**src/design/bcec_pkg.sv**
```systemverilog
// Package: transaction types, constants and helper functions for the BCD calendar converter.
`timescale 1ns / 1ps

package bcec_pkg;

  typedef struct packed {
    logic        kind;
    logic [31:0] epoch_seconds;
    logic [7:0]  in_bcd_sec;
    logic [7:0]  in_bcd_min;
    logic [7:0]  in_bcd_hour;
    logic [7:0]  in_bcd_mday;
    logic [7:0]  in_bcd_mon;
    logic [7:0]  in_bcd_year;
  } req_t;

  typedef struct packed {
    logic [31:0] out_seconds;
    logic [6:0]  out_bcd_sec;
    logic [6:0]  out_bcd_min;
    logic [5:0]  out_bcd_hour;
    logic [5:0]  out_bcd_mday;
    logic [4:0]  out_bcd_mon;
    logic [7:0]  out_bcd_year;
    logic        bad_month;
  } res_t;

  localparam logic        KIND_TO_SECS   = 1'b0;
  localparam logic [31:0] SECS_PER_DAY   = 32'd86400;
  localparam logic [31:0] SECS_PER_HOUR  = 32'd3600;
  localparam logic [31:0] SECS_PER_MIN   = 32'd60;
  localparam logic [31:0] SECS_YEAR      = 32'd31536000;
  localparam logic [31:0] SECS_LEAP_YEAR = 32'd31622400;
  localparam logic [31:0] DAYS_YEAR      = 32'd365;
  localparam logic [31:0] DAYS_LEAP_YEAR = 32'd366;
  localparam logic [7:0]  YEAR_WINDOW    = 8'd70;
  localparam logic [7:0]  YEAR_OFF_20XX  = 8'd30;
  localparam logic [3:0]  DEC_MAX        = 4'd9;

  // year offset from 1970; leap when 1970 + off is divisible by four
  function automatic logic is_leap(input logic [7:0] off);
    is_leap = (off[1:0] == 2'd2);
  endfunction

  function automatic logic [4:0] days_in_month(input logic [3:0] mon, input logic leap);
    logic [4:0] d;
    unique case (mon)
      4'd2:                    d = leap ? 5'd29 : 5'd28;
      4'd4, 4'd6, 4'd9, 4'd11: d = 5'd30;
      default:                 d = 5'd31;
    endcase
    days_in_month = d;
  endfunction

  function automatic logic [7:0] from_bcd(input logic [7:0] b);
    from_bcd = ({4'd0, b[7:4]} << 3) + ({4'd0, b[7:4]} << 1) + {4'd0, b[3:0]};
  endfunction

  // valid for v below 70
  function automatic logic [7:0] to_bcd(input logic [6:0] v);
    logic [6:0] r;
    logic [3:0] t;
    r = v;
    t = 4'd0;
    for (int i = 0; i < 6; i++) begin
      if (r >= 7'd10) begin
        r = r - 7'd10;
        t = t + 4'd1;
      end
    end
    to_bcd = {t, r[3:0]};
  endfunction

endpackage

```
**src/design/bcd_calendar_epoch_converter_top.sv**
```systemverilog
// Top level: BCD calendar to/from epoch seconds converter on one shared adder.
`timescale 1ns / 1ps
//
// Command channel: a transaction is taken at a rising edge with start high
// and busy low. req_i.kind selects BCD-to-seconds (0) or seconds-to-BCD (1).
// Result channel: res_o is valid for exactly one cycle while done_o is high;
// the receiver cannot stall it. A new command may be issued in that cycle.
// All work runs through one 32-bit add/subtract unit under a sequencer.
// Kind 0: one add per whole year since 1970, one per month before the
//   given month, then day, hour, minute and second, then the output step.
// Kind 1: restoring division by 86400 into a 16-bit day count, one
//   subtract per elapsed year, one per elapsed month, then the hour/minute
//   split by restoring division and the output step.
// A bad month in kind 0 goes straight to the output step with bad_month set.
// Reset (rst_ni low) abandons any transaction in flight; no result issues.
//
module bcd_calendar_epoch_converter_top (
  input  logic          clk_i,
  input  logic          rst_ni,
  input  logic          start,
  output logic          busy,
  input  bcec_pkg::req_t req_i,
  output logic          done_o,
  output bcec_pkg::res_t res_o
);

  localparam logic [3:0] S_IDLE    = 4'd0;
  localparam logic [3:0] S_K0_YEAR = 4'd1;
  localparam logic [3:0] S_K0_MON  = 4'd2;
  localparam logic [3:0] S_K0_DAY  = 4'd3;
  localparam logic [3:0] S_K0_HOUR = 4'd4;
  localparam logic [3:0] S_K0_MIN  = 4'd5;
  localparam logic [3:0] S_K0_SEC  = 4'd6;
  localparam logic [3:0] S_K1_DIV  = 4'd7;
  localparam logic [3:0] S_K1_YEAR = 4'd8;
  localparam logic [3:0] S_K1_MON  = 4'd9;
  localparam logic [3:0] S_K1_HOUR = 4'd10;
  localparam logic [3:0] S_K1_MIN  = 4'd11;
  localparam logic [3:0] S_FIN     = 4'd12;

  logic [3:0]  state_q, state_d;
  logic        done_q, done_d;
  logic        kind_q, kind_d;
  logic        bad_q, bad_d;
  logic [31:0] acc_q, acc_d;
  logic [15:0] quo_q, quo_d;
  logic [3:0]  step_q, step_d;
  logic [7:0]  yoff_q, yoff_d;
  logic [3:0]  mon_q, mon_d;
  logic [4:0]  hq_q, hq_d;
  logic [5:0]  mq_q, mq_d;
  logic [3:0]  yt_q, yt_d;
  logic [3:0]  yu_q, yu_d;
  logic [6:0]  sec_q, sec_d;
  logic [6:0]  min_q, min_d;
  logic [5:0]  hour_q, hour_d;
  logic [5:0]  mday_q, mday_d;
  logic [3:0]  tmon_q, tmon_d;
  logic [6:0]  tyr_q, tyr_d;
  bcec_pkg::res_t res_q, res_d;

  logic [31:0] op_a, op_b;
  logic        op_sub;
  logic [32:0] sum;
  logic        ge;

  logic [7:0] dec_sec, dec_min, dec_hour, dec_mday, dec_mon, dec_year, off_year;
  logic [7:0] bcd_s, bcd_m, bcd_h, bcd_d, bcd_mo;
  logic [6:0] mday_p1;

  assign dec_sec  = bcec_pkg::from_bcd(req_i.in_bcd_sec & 8'h7F);
  assign dec_min  = bcec_pkg::from_bcd(req_i.in_bcd_min & 8'h7F);
  assign dec_hour = bcec_pkg::from_bcd(req_i.in_bcd_hour & 8'h3F);
  assign dec_mday = bcec_pkg::from_bcd(req_i.in_bcd_mday & 8'h3F);
  assign dec_mon  = bcec_pkg::from_bcd(req_i.in_bcd_mon & 8'h3F);
  assign dec_year = bcec_pkg::from_bcd(req_i.in_bcd_year);
  assign off_year = (dec_year < bcec_pkg::YEAR_WINDOW) ?
                    dec_year + bcec_pkg::YEAR_OFF_20XX :
                    dec_year - bcec_pkg::YEAR_WINDOW;

  assign mday_p1 = {2'd0, quo_q[4:0]} + 7'd1;
  assign bcd_s   = bcec_pkg::to_bcd({1'b0, acc_q[5:0]});
  assign bcd_m   = bcec_pkg::to_bcd({1'b0, mq_q});
  assign bcd_h   = bcec_pkg::to_bcd({2'd0, hq_q});
  assign bcd_d   = bcec_pkg::to_bcd(mday_p1);
  assign bcd_mo  = bcec_pkg::to_bcd({3'd0, mon_q});

  // shared add/subtract unit
  always_comb begin
    op_a   = acc_q;
    op_b   = 32'd0;
    op_sub = 1'b0;
    unique case (state_q)
      S_K0_YEAR: op_b = bcec_pkg::is_leap(yoff_q) ? bcec_pkg::SECS_LEAP_YEAR :
                                                     bcec_pkg::SECS_YEAR;
      S_K0_MON:  op_b = {27'd0, bcec_pkg::days_in_month(mon_q,
                          bcec_pkg::is_leap({1'b0, tyr_q}))} * bcec_pkg::SECS_PER_DAY;
      S_K0_DAY:  op_b = ({26'd0, mday_q} - 32'd1) * bcec_pkg::SECS_PER_DAY;
      S_K0_HOUR: op_b = {26'd0, hour_q} * bcec_pkg::SECS_PER_HOUR;
      S_K0_MIN:  op_b = {25'd0, min_q} * bcec_pkg::SECS_PER_MIN;
      S_K0_SEC:  op_b = {25'd0, sec_q};
      S_K1_DIV: begin
        op_b   = bcec_pkg::SECS_PER_DAY << step_q;
        op_sub = 1'b1;
      end
      S_K1_YEAR: begin
        op_a   = {16'd0, quo_q};
        op_b   = bcec_pkg::is_leap(yoff_q) ? bcec_pkg::DAYS_LEAP_YEAR :
                                              bcec_pkg::DAYS_YEAR;
        op_sub = 1'b1;
      end
      S_K1_MON: begin
        op_a   = {16'd0, quo_q};
        op_b   = {27'd0, bcec_pkg::days_in_month(mon_q, bcec_pkg::is_leap(yoff_q))};
        op_sub = 1'b1;
      end
      S_K1_HOUR: begin
        op_b   = bcec_pkg::SECS_PER_HOUR << step_q[2:0];
        op_sub = 1'b1;
      end
      S_K1_MIN: begin
        op_b   = bcec_pkg::SECS_PER_MIN << step_q[2:0];
        op_sub = 1'b1;
      end
      default: op_b = 32'd0;
    endcase
  end

  assign sum = {1'b0, op_a} + {1'b0, (op_sub ? ~op_b : op_b)} + {32'd0, op_sub};
  assign ge  = sum[32];

  // sequencer
  always_comb begin
    state_d = state_q;
    done_d  = 1'b0;
    kind_d  = kind_q;
    bad_d   = bad_q;
    acc_d   = acc_q;
    quo_d   = quo_q;
    step_d  = step_q;
    yoff_d  = yoff_q;
    mon_d   = mon_q;
    hq_d    = hq_q;
    mq_d    = mq_q;
    yt_d    = yt_q;
    yu_d    = yu_q;
    sec_d   = sec_q;
    min_d   = min_q;
    hour_d  = hour_q;
    mday_d  = mday_q;
    tmon_d  = tmon_q;
    tyr_d   = tyr_q;
    res_d   = res_q;
    unique case (state_q)
      S_IDLE: begin
        if (start) begin
          kind_d = req_i.kind;
          bad_d  = 1'b0;
          acc_d  = 32'd0;
          yoff_d = 8'd0;
          mon_d  = 4'd1;
          if (req_i.kind == bcec_pkg::KIND_TO_SECS) begin
            sec_d  = dec_sec[6:0];
            min_d  = dec_min[6:0];
            hour_d = dec_hour[5:0];
            mday_d = dec_mday[5:0];
            tmon_d = dec_mon[3:0];
            tyr_d  = off_year[6:0];
            if (dec_mon < 8'd1 || dec_mon > 8'd12) begin
              bad_d   = 1'b1;
              state_d = S_FIN;
            end else begin
              state_d = S_K0_YEAR;
            end
          end else begin
            acc_d   = req_i.epoch_seconds;
            quo_d   = 16'd0;
            step_d  = 4'd15;
            yt_d    = 4'd7;
            yu_d    = 4'd0;
            hq_d    = 5'd0;
            mq_d    = 6'd0;
            state_d = S_K1_DIV;
          end
        end
      end
      S_K0_YEAR: begin
        if (yoff_q == {1'b0, tyr_q}) begin
          state_d = S_K0_MON;
        end else begin
          acc_d  = sum[31:0];
          yoff_d = yoff_q + 8'd1;
        end
      end
      S_K0_MON: begin
        if (mon_q == tmon_q) begin
          state_d = S_K0_DAY;
        end else begin
          acc_d = sum[31:0];
          mon_d = mon_q + 4'd1;
        end
      end
      S_K0_DAY: begin
        acc_d   = sum[31:0];
        state_d = S_K0_HOUR;
      end
      S_K0_HOUR: begin
        acc_d   = sum[31:0];
        state_d = S_K0_MIN;
      end
      S_K0_MIN: begin
        acc_d   = sum[31:0];
        state_d = S_K0_SEC;
      end
      S_K0_SEC: begin
        acc_d   = sum[31:0];
        state_d = S_FIN;
      end
      S_K1_DIV: begin
        if (ge) begin
          acc_d         = sum[31:0];
          quo_d[step_q] = 1'b1;
        end
        if (step_q == 4'd0) begin
          state_d = S_K1_YEAR;
        end else begin
          step_d = step_q - 4'd1;
        end
      end
      S_K1_YEAR: begin
        if (ge) begin
          quo_d  = sum[15:0];
          yoff_d = yoff_q + 8'd1;
          if (yu_q == bcec_pkg::DEC_MAX) begin
            yu_d = 4'd0;
            yt_d = (yt_q == bcec_pkg::DEC_MAX) ? 4'd0 : yt_q + 4'd1;
          end else begin
            yu_d = yu_q + 4'd1;
          end
        end else begin
          state_d = S_K1_MON;
        end
      end
      S_K1_MON: begin
        if (mon_q != 4'd12 && ge) begin
          quo_d = sum[15:0];
          mon_d = mon_q + 4'd1;
        end else begin
          step_d  = 4'd4;
          state_d = S_K1_HOUR;
        end
      end
      S_K1_HOUR: begin
        if (ge) begin
          acc_d             = sum[31:0];
          hq_d[step_q[2:0]] = 1'b1;
        end
        if (step_q == 4'd0) begin
          step_d  = 4'd5;
          state_d = S_K1_MIN;
        end else begin
          step_d = step_q - 4'd1;
        end
      end
      S_K1_MIN: begin
        if (ge) begin
          acc_d             = sum[31:0];
          mq_d[step_q[2:0]] = 1'b1;
        end
        if (step_q == 4'd0) begin
          state_d = S_FIN;
        end else begin
          step_d = step_q - 4'd1;
        end
      end
      S_FIN: begin
        res_d = '0;
        if (kind_q == bcec_pkg::KIND_TO_SECS) begin
          res_d.out_seconds = acc_q;
          res_d.bad_month   = bad_q;
        end else begin
          res_d.out_bcd_sec  = bcd_s[6:0];
          res_d.out_bcd_min  = bcd_m[6:0];
          res_d.out_bcd_hour = bcd_h[5:0];
          res_d.out_bcd_mday = bcd_d[5:0];
          res_d.out_bcd_mon  = bcd_mo[4:0];
          res_d.out_bcd_year = {yt_q, yu_q};
        end
        done_d  = 1'b1;
        state_d = S_IDLE;
      end
      default: state_d = S_IDLE;
    endcase
  end

  always_ff @(posedge clk_i or negedge rst_ni) begin
    if (!rst_ni) begin
      state_q <= S_IDLE;
      done_q  <= 1'b0;
    end else begin
      state_q <= state_d;
      done_q  <= done_d;
    end
  end

  always_ff @(posedge clk_i) begin
    kind_q <= kind_d;
    bad_q  <= bad_d;
    acc_q  <= acc_d;
    quo_q  <= quo_d;
    step_q <= step_d;
    yoff_q <= yoff_d;
    mon_q  <= mon_d;
    hq_q   <= hq_d;
    mq_q   <= mq_d;
    yt_q   <= yt_d;
    yu_q   <= yu_d;
    sec_q  <= sec_d;
    min_q  <= min_d;
    hour_q <= hour_d;
    mday_q <= mday_d;
    tmon_q <= tmon_d;
    tyr_q  <= tyr_d;
    res_q  <= res_d;
  end

  assign busy   = (state_q != S_IDLE);
  assign done_o = done_q;
  assign res_o  = res_q;

endmodule
```
**config.mk**
```make
export PLATFORM = sky130hd
export DESIGN_NAME = bcd_calendar_epoch_converter_top
export DESIGN_NICKNAME = d
export VERILOG_FILES = /design/src/design/bcec_pkg.sv /design/src/design/bcd_calendar_epoch_converter_top.sv
export SDC_FILE = /design/constraint.sdc
export NUM_CORES = 1
export LEC_CHECK = 0
export BUFFER_PORTS_ARGS = -buffer_cell sky130_fd_sc_hd__buf_2
export CAP_MARGIN = 20
export CORE_UTILIZATION = 65
export DETAILED_ROUTE_END_ITERATION = 10
export PLACE_DENSITY = 0.88
export SETUP_SLACK_MARGIN = 0.3
export SLEW_MARGIN = 30
export SYNTH_ARGS = -nofsm -noshare
export SYNTH_HDL_FRONTEND = slang
export SYNTH_SLANG_ARGS = --single-unit
export TNS_END_PERCENT = 1
```
**constraint.sdc**
```tcl
create_clock -name clk_i -period 16.35 [get_ports clk_i]
set_input_delay 4.0875 -clock clk_i [delete_from_list [all_inputs] [get_ports clk_i]]
set_output_delay 4.0875 -clock clk_i [all_outputs]
set_load 0.005 [all_outputs]
```
==> out/metrics.cfg, run 1 <==
[clock_tree]
clock_latency_ns=0.47
cts_tree=yes
h-tree-depth=4
cts_setup_buffers=0
postCtsHoldBufs=0
cts_resized=0
clkSinkCount=199
cts_root_buf=clkbuf_16
cts_buffers=17
clk_path_buf_depth=2
clk_pin_slew_ns=0.08

[floorplanning]
die-area_um2=34700
initial_utilization_pct=66.0
num_rows=67
ioPinCount=158
fp.coreArea_um2=33400
die_height_um=186
die_w_um=186

[layout]
finish.utilization_pct=71.1
final_nets=3021
drive_gt1_share_pct=10.9
area_growth_pct=7.59

[global_route]
overflow=0
grt_max_degree=65
grt_pass1_wl_mm=94.4
antenna_found_initial=1
grt_pass1_vias=19400
grt_use_total_pct=33.0

[drt]
drc=0
dr.first_iter.drc_count=2057
dr_total_vias=20100
first_pass_iters=7
avgViaCountPerCell=6.43
wl_mm=57.9
final_antenna_net_count=0
avgRoutedWirePerCell_um=18.5

[critical_path]
cpMostUsedCell=ha_1
worst_r2r_startpoint=quo_q[0]$_DFFE_PP_
path_max_fanout=16
start_kind=register
slowest_stage=edfxtp_1
critPathLaunch=quo_q[0]$_DFFE_PP_
required_ns=16.64
arrival_ns=10.65
crit_type=register to register
cp_slowest_stage_delay_ns=0.69
cp-end-kind=register

[job]
max_cap_viol_count=0

[logic_synthesis]
synth_top_family_by_area=compound AO/OA/AOI/OAI gates
syn_area_um2=22100
seq_area_frac_synth_pct=26.9
syn_nets=2930
yosys_warnings=0
synth_top_cell_by_area=edfxtp_1
ys_dominant_reg_cell=edfxtp_1
synthXorXnorAreaFrac_pct=6.69
ys_ff_latch=199
synth-edff-count=194
synth-compound-area-share_pct=22.6
synthAdderAreaFrac_pct=17.0
synth-simple-area-share_pct=18.0
yosys-mux-area-fraction_pct=3.31
synth_cell_types=108
syn_avg_cell_area_um2=8.59
synthDominantCellAreaShare_pct=26.4
synthCells=2573
synth.area.top_cells=edfxtp_1, ha_1, xnor2_1
async_flop_share_pct=2.51

[timing]
fin_crit_ns=10.36
holdWs_ns=0.579
clock_skew_ns=0.0156
fin_tns_setup_ns=0
drv_slew=0
fmax_mhz=96.6
setup_viol=0
finalHoldViolCount=0
relSlewSlack_pct=24.5
grt_setup_unrepaired=no
fin_crit_sh_pct=63.3
worst_slew_pin_slew_ns=1.10

[worst_hold_path]
hold_class=register to register
min-delay-start=acc_q[16]$_DFFE_PP_

[outcome]
status=finished clean

[place]
portBuffers=149
dp_hpwl_mm=44.3
gp_congestion=1.02

-- layout make-up --
class | count | area, um^2
repair buffers | 167 | 881
fillers | 2605 | 9680
well taps | 448 | 561
multi-input cells | 2056 | 15000
clock inverters | 14 | 145
diodes | 1 | 2.50
flip-flops and latches | 199 | 5950
inverters | 223 | 840
clock buffers | 18 | 439
-- sequential cells by signal (all words and copies together), names as in the netlist, 5 cells and up --
signal  cells
mq_q        6
quo_q      16
acc_q      32
hour_q      6
min_q       7
yoff_q      8
hq_q        5
sec_q       7
tyr_q       7
mday_q      6
res_o      72
-- Yosys cell counts (16+ instances only) --
cell,n
and3_1,16
a31oi_1,33
a21oi_1,170
o21a_1,23
a21o_1,44
a211oi_1,28
nand2_1,221
xnor2_1,112
nor3_1,48
ha_1,229
xor2_1,53
o21ai_0,171
edfxtp_1,194
inv_1,218
clkbuf_1,75
a21boi_0,16
o31ai_1,20
mux2_2,18
fa_1,44
nor2_1,187
mux2i_1,46
and2_1,48
o22ai_1,31
o211ai_1,16
nand3_1,92
nand2b_1,30
nor2b_1,58
-- placed cells by master (no fill, tap or decap), drive strengths merged, types with 9 or more instances in the layout --
cell type  instances
ha               229
inv              229
nand2            221
edfxtp           194
nor2             190
o21ai            188
a21oi            170
buf              167
xnor2            112
nand3             95
nor2b             58
xor2              55
and2              50
nor3              49
mux2i             46
a21o              44
fa                44
a31oi             33
nand2b            32
o22ai             31
a211oi            30
o21a              23
mux2              23
a21boi            21
or2               21
o31ai             20
clkbuf            18
o211ai            17
and3              16
nor4              15
o31a              11
a211o             11
a22oi             11
or3               10
o221ai            10
a221oi            10
nand3b             9
o2111ai            9
-- worst paths after layout --
path	end	slack, ns	depth (start not counted)
setup / recovery	res_o[16]$_SDFFCE_PN0P_	5.99	37
hold / removal	res_o[56]$_SDFFCE_PP0P_	0.58	1
setup reg to reg	res_o[16]$_SDFFCE_PN0P_	5.99	37
hold reg to reg	res_o[56]$_SDFFCE_PP0P_	0.58	1
max in group asynchronous	state_q[2]$_DFFE_PN0P_	12.74	1
min in group asynchronous	done_o$_DFF_PN0_	3.43	1
-- layer usage --
metal	track usage (%)	up-vias	share of wire (%)
met5	0	-	0
met4	15.1	0	4.2
met3	4.59	172	6.6
met2	57.4	914	49
met1	40.5	9490	40
li1	-	9513	-
-- worst max-delay path: cells and delay by family, from the launching register on --
kind | cells | cell delay [ns]
mux | 3 | 1.06
buf+inv | 3 | 0.42
fa+ha+maj | 7 | 2.34
simple gates | 15 | 3.49
flops | 1 | 0.69
compound gates | 7 | 1.29
xor+xnor | 2 | 0.86
-- logic make-up after synthesis --
logic type | after synthesis
simple gates | 805
xor+xnor | 167
fa+ha+maj | 273
other cells | 1
buf+inv | 318
flops | 199
mux | 69
compound gates | 741
-- stage by stage --
| step | setup WS [ns] | cells | instance area (um^2) |
|---|---|---|---|
| floorplan | 6.39 | 2573 | 22100 |
| global placement | 6.56 | 3093 | 23200 |
| detailed placement | 6.26 | 3093 | 23200 |
| CTS | 6.14 | 3125 | 23800 |
| global route | 5.13 | 3125 | 23800 |
| finish | 5.99 | 3126 | 23800 |
Power of run 1 is left out: the tool's default activity adds up to more than one toggle a clock period on the data nets, which glitch-free logic cannot reach.
==> run 2: changes to the inputs <==
--- a/config.mk
+++ b/config.mk
@@ -7,9 +7,9 @@
 export LEC_CHECK = 0
 export BUFFER_PORTS_ARGS = -buffer_cell sky130_fd_sc_hd__buf_2
 export CAP_MARGIN = 20
-export CORE_UTILIZATION = 65
+export CORE_UTILIZATION = 63
 export DETAILED_ROUTE_END_ITERATION = 10
-export PLACE_DENSITY = 0.88
+export PLACE_DENSITY = 0.86
 export SETUP_SLACK_MARGIN = 0.3
 export SLEW_MARGIN = 30
 export SYNTH_ARGS = -nofsm -noshare
==> constraint.sdc (replaced) <==
create_clock -name clk_i -period 10.4 [get_ports clk_i]
set_input_delay 2.6 -clock clk_i [delete_from_list [all_inputs] [get_ports clk_i]]
set_output_delay 2.6 -clock clk_i [all_outputs]
set_load 0.005 [all_outputs]
==> out/metrics.cfg, run 2 (synthesis gave the netlist of run 1 again) <==
[outcome]
status=finished with violations  ; was finished clean
violations=design-rule violations

[floorplanning]
die-area_um2=35800  ; was 34700 um^2
initial_utilization_pct=64.0  ; was 66.0%
num_rows=68  ; was 67
die_w_um=189  ; was 186 um
die_height_um=189  ; was 186 um
fp.coreArea_um2=34500  ; was 33400 um^2
ioPinCount=158  ; unchanged

[drt]
wl_mm=57.5  ; was 57.9 mm
avgRoutedWirePerCell_um=18.3  ; was 18.5 um
wl_met3_mm=3.87  ; was 3.82 mm
final_antenna_net_count=0  ; unchanged
drc=1  ; was 0
dr.first_iter.drc_count=1853  ; was 2057
dr.max_layer_used=met5  ; was met4
wl_met1_mm=23.1  ; was 23.3 mm
dr_total_vias=20000  ; was 20100
avgViaCountPerCell=6.39  ; was 6.43
first_pass_iters=10  ; was 7
wl_met2_mm=27.9  ; was 28.4 mm

[timing]
fin_tns_setup_ns=0  ; unchanged
grt_setup_unrepaired=no  ; unchanged
holdWs_ns=0.569  ; was 0.579 ns
worst_slew_pin_slew_ns=1.10  ; about the same
clock_skew_ns=0.0138  ; was 0.0156 ns
fin_crit_ns=9.49  ; was 10.36 ns
setup_viol=0  ; unchanged
relSlewSlack_pct=24.9  ; was 24.5%
drv_slew=0  ; unchanged
fmax_mhz=105  ; was 96.6 MHz
finalHoldViolCount=0  ; unchanged
fin_crit_sh_pct=91.3  ; was 63.3%

[worst_hold_path]
hold_class=register to register  ; unchanged
holdPathStages=1  ; unchanged
min-delay-start=acc_q[20]$_DFFE_PP_  ; was acc_q[16]$_DFFE_PP_

[critical_path]
cp-end-kind=register  ; unchanged
arrival_ns=9.59  ; was 10.65 ns
worstSetupEndpoint=yt_q[2]$_SDFFCE_PN1P_  ; was res_o[16]$_SDFFCE_PN0P_
path_delay_family=compound AO/OA/AOI/OAI gates  ; was simple AND/OR/NAND/NOR gates
path_max_fanout=9  ; was 16
required_ns=10.50  ; was 16.64 ns
slowest_stage=a211oi_1  ; was edfxtp_1
start_kind=register  ; unchanged
crit_buf_inv=6  ; was 3
cpMostUsedCell=inv_1  ; was ha_1
critPathLaunch=mday_q[0]$_DFFE_PP_  ; was quo_q[0]$_DFFE_PP_
ff2ff_setup_slack_ns=0.91  ; was 5.99 ns
cp.depth=32  ; was 37
cp_slowest_stage_delay_ns=0.70  ; was 0.69 ns
reg2regPathDepth=32  ; was 37
worst_r2r_startpoint=mday_q[0]$_DFFE_PP_  ; was quo_q[0]$_DFFE_PP_
reg2reg_to=yt_q[2]$_SDFFCE_PN1P_  ; was res_o[16]$_SDFFCE_PN0P_
crit_type=register to register  ; unchanged

[place]
gp_congestion=1.02  ; about the same
dp_hpwl_mm=44.2  ; was 44.3 mm
placed_area_um2=23200  ; about the same
portBuffers=149  ; unchanged

[layout]
final_nets=3027  ; was 3021
finish.utilization_pct=69.1  ; was 71.1%
antenna_cells=0  ; was 1
largest_register_ffs=72  ; unchanged
drive_gt1_share_pct=11.3  ; was 10.9%
final_cell_mix=ha_1, nand2_1, inv_1  ; unchanged
layout_commonest_cell=ha_1  ; unchanged
area_growth_pct=8.00  ; was 7.59%
fin_area_um2=23900  ; was 23800 um^2

[clock_tree]
clk_path_buf_depth=2  ; unchanged
cts_setup_buffers=0  ; unchanged
clkSinkCount=199  ; unchanged
clock_latency_ns=0.48  ; was 0.47 ns
clk_pin_slew_ns=0.08  ; about the same
cts_tree=yes  ; unchanged
h-tree-depth=4  ; unchanged
cts_buffers=17  ; unchanged
cts_root_buf=clkbuf_16  ; unchanged

[global_route]
grt_use_total_pct=32.2  ; was 33.0%
grt_max_degree=65  ; unchanged
antenna_found_initial=1  ; unchanged
grt_pass1_wl_mm=93.7  ; was 94.4 mm
overflow=0  ; unchanged
grt_pass1_vias=19100  ; was 19400

[job]
max_cap_viol_count=0  ; unchanged

==> run 2: cell count changes in the layout (fill, tap and decap cells not counted), moves of 2 or more <==
cell	change
ha_2	+2
inv_6	-4
clkinv_4	+2
xnor2_2	+2
xnor2_1	-2
buf_4	+6
ha_1	-2
clkinvlp_4	+2
==> run 2: area by class of cell <==
type / count / area (um^2)
Clock buffer: 18 / 429
Clock inverter: 14 / 163
Fill cell: 2721 / 10700
Inverter: 223 / 840
Multi-Input combinational cell: 2056 / 15000
Sequential cell: 199 / 5950
Tap cell: 455 / 569
Timing Repair Buffer: 173 / 926
==> run 2: what timing repair did <==
item | in CTS | in global routing
hold buffers | 0 | 0
resized for setup | 0 | 9
endpoints found under the setup margin | 0 | 5
==> run 2: through the flow <==
step	cells	setup WS [ns]
after global routing	3138	0.320
final	3138	0.909
after floorplan	2573	0.438
after CTS	3138	0.572
after global placement	3106	0.908
after detailed placement	3106	0.639
==> run 2: how the worst min path moves through the flow <==
stage,slack [ns],end
after floorplan,0.51,res_o[0]$_SDFFCE_PP0P_
after global placement,0.55,res_o[60]$_SDFFCE_PP0P_
after detailed placement,0.56,res_o[60]$_SDFFCE_PP0P_
after CTS,0.58,res_o[60]$_SDFFCE_PP0P_
after global routing,0.59,res_o[66]$_SDFFCE_PP0P_
final,0.57,res_o[60]$_SDFFCE_PP0P_
==> run 2: metal layers <==
layer,vias up,GRT usage (%)
met5,-,0
met1,9455,39.9
met3,174,4.17
met4,2,16.0
met2,889,55.2
li1,9526,-
==> run 2: worst reg2reg max path: cells and delay by family (launching register included) <==
kind / cells / cell delay, ns
flip-flops: 1 / 0.44
XOR/XNOR: 1 / 0.24
AND/OR/NAND/NOR: 6 / 1.37
buffers and inverters: 6 / 0.62
adder cells (fa/ha/maj): 7 / 2.64
AO/OA/AOI/OAI: 12 / 3.81
Power of run 2 is left out for the same reason.
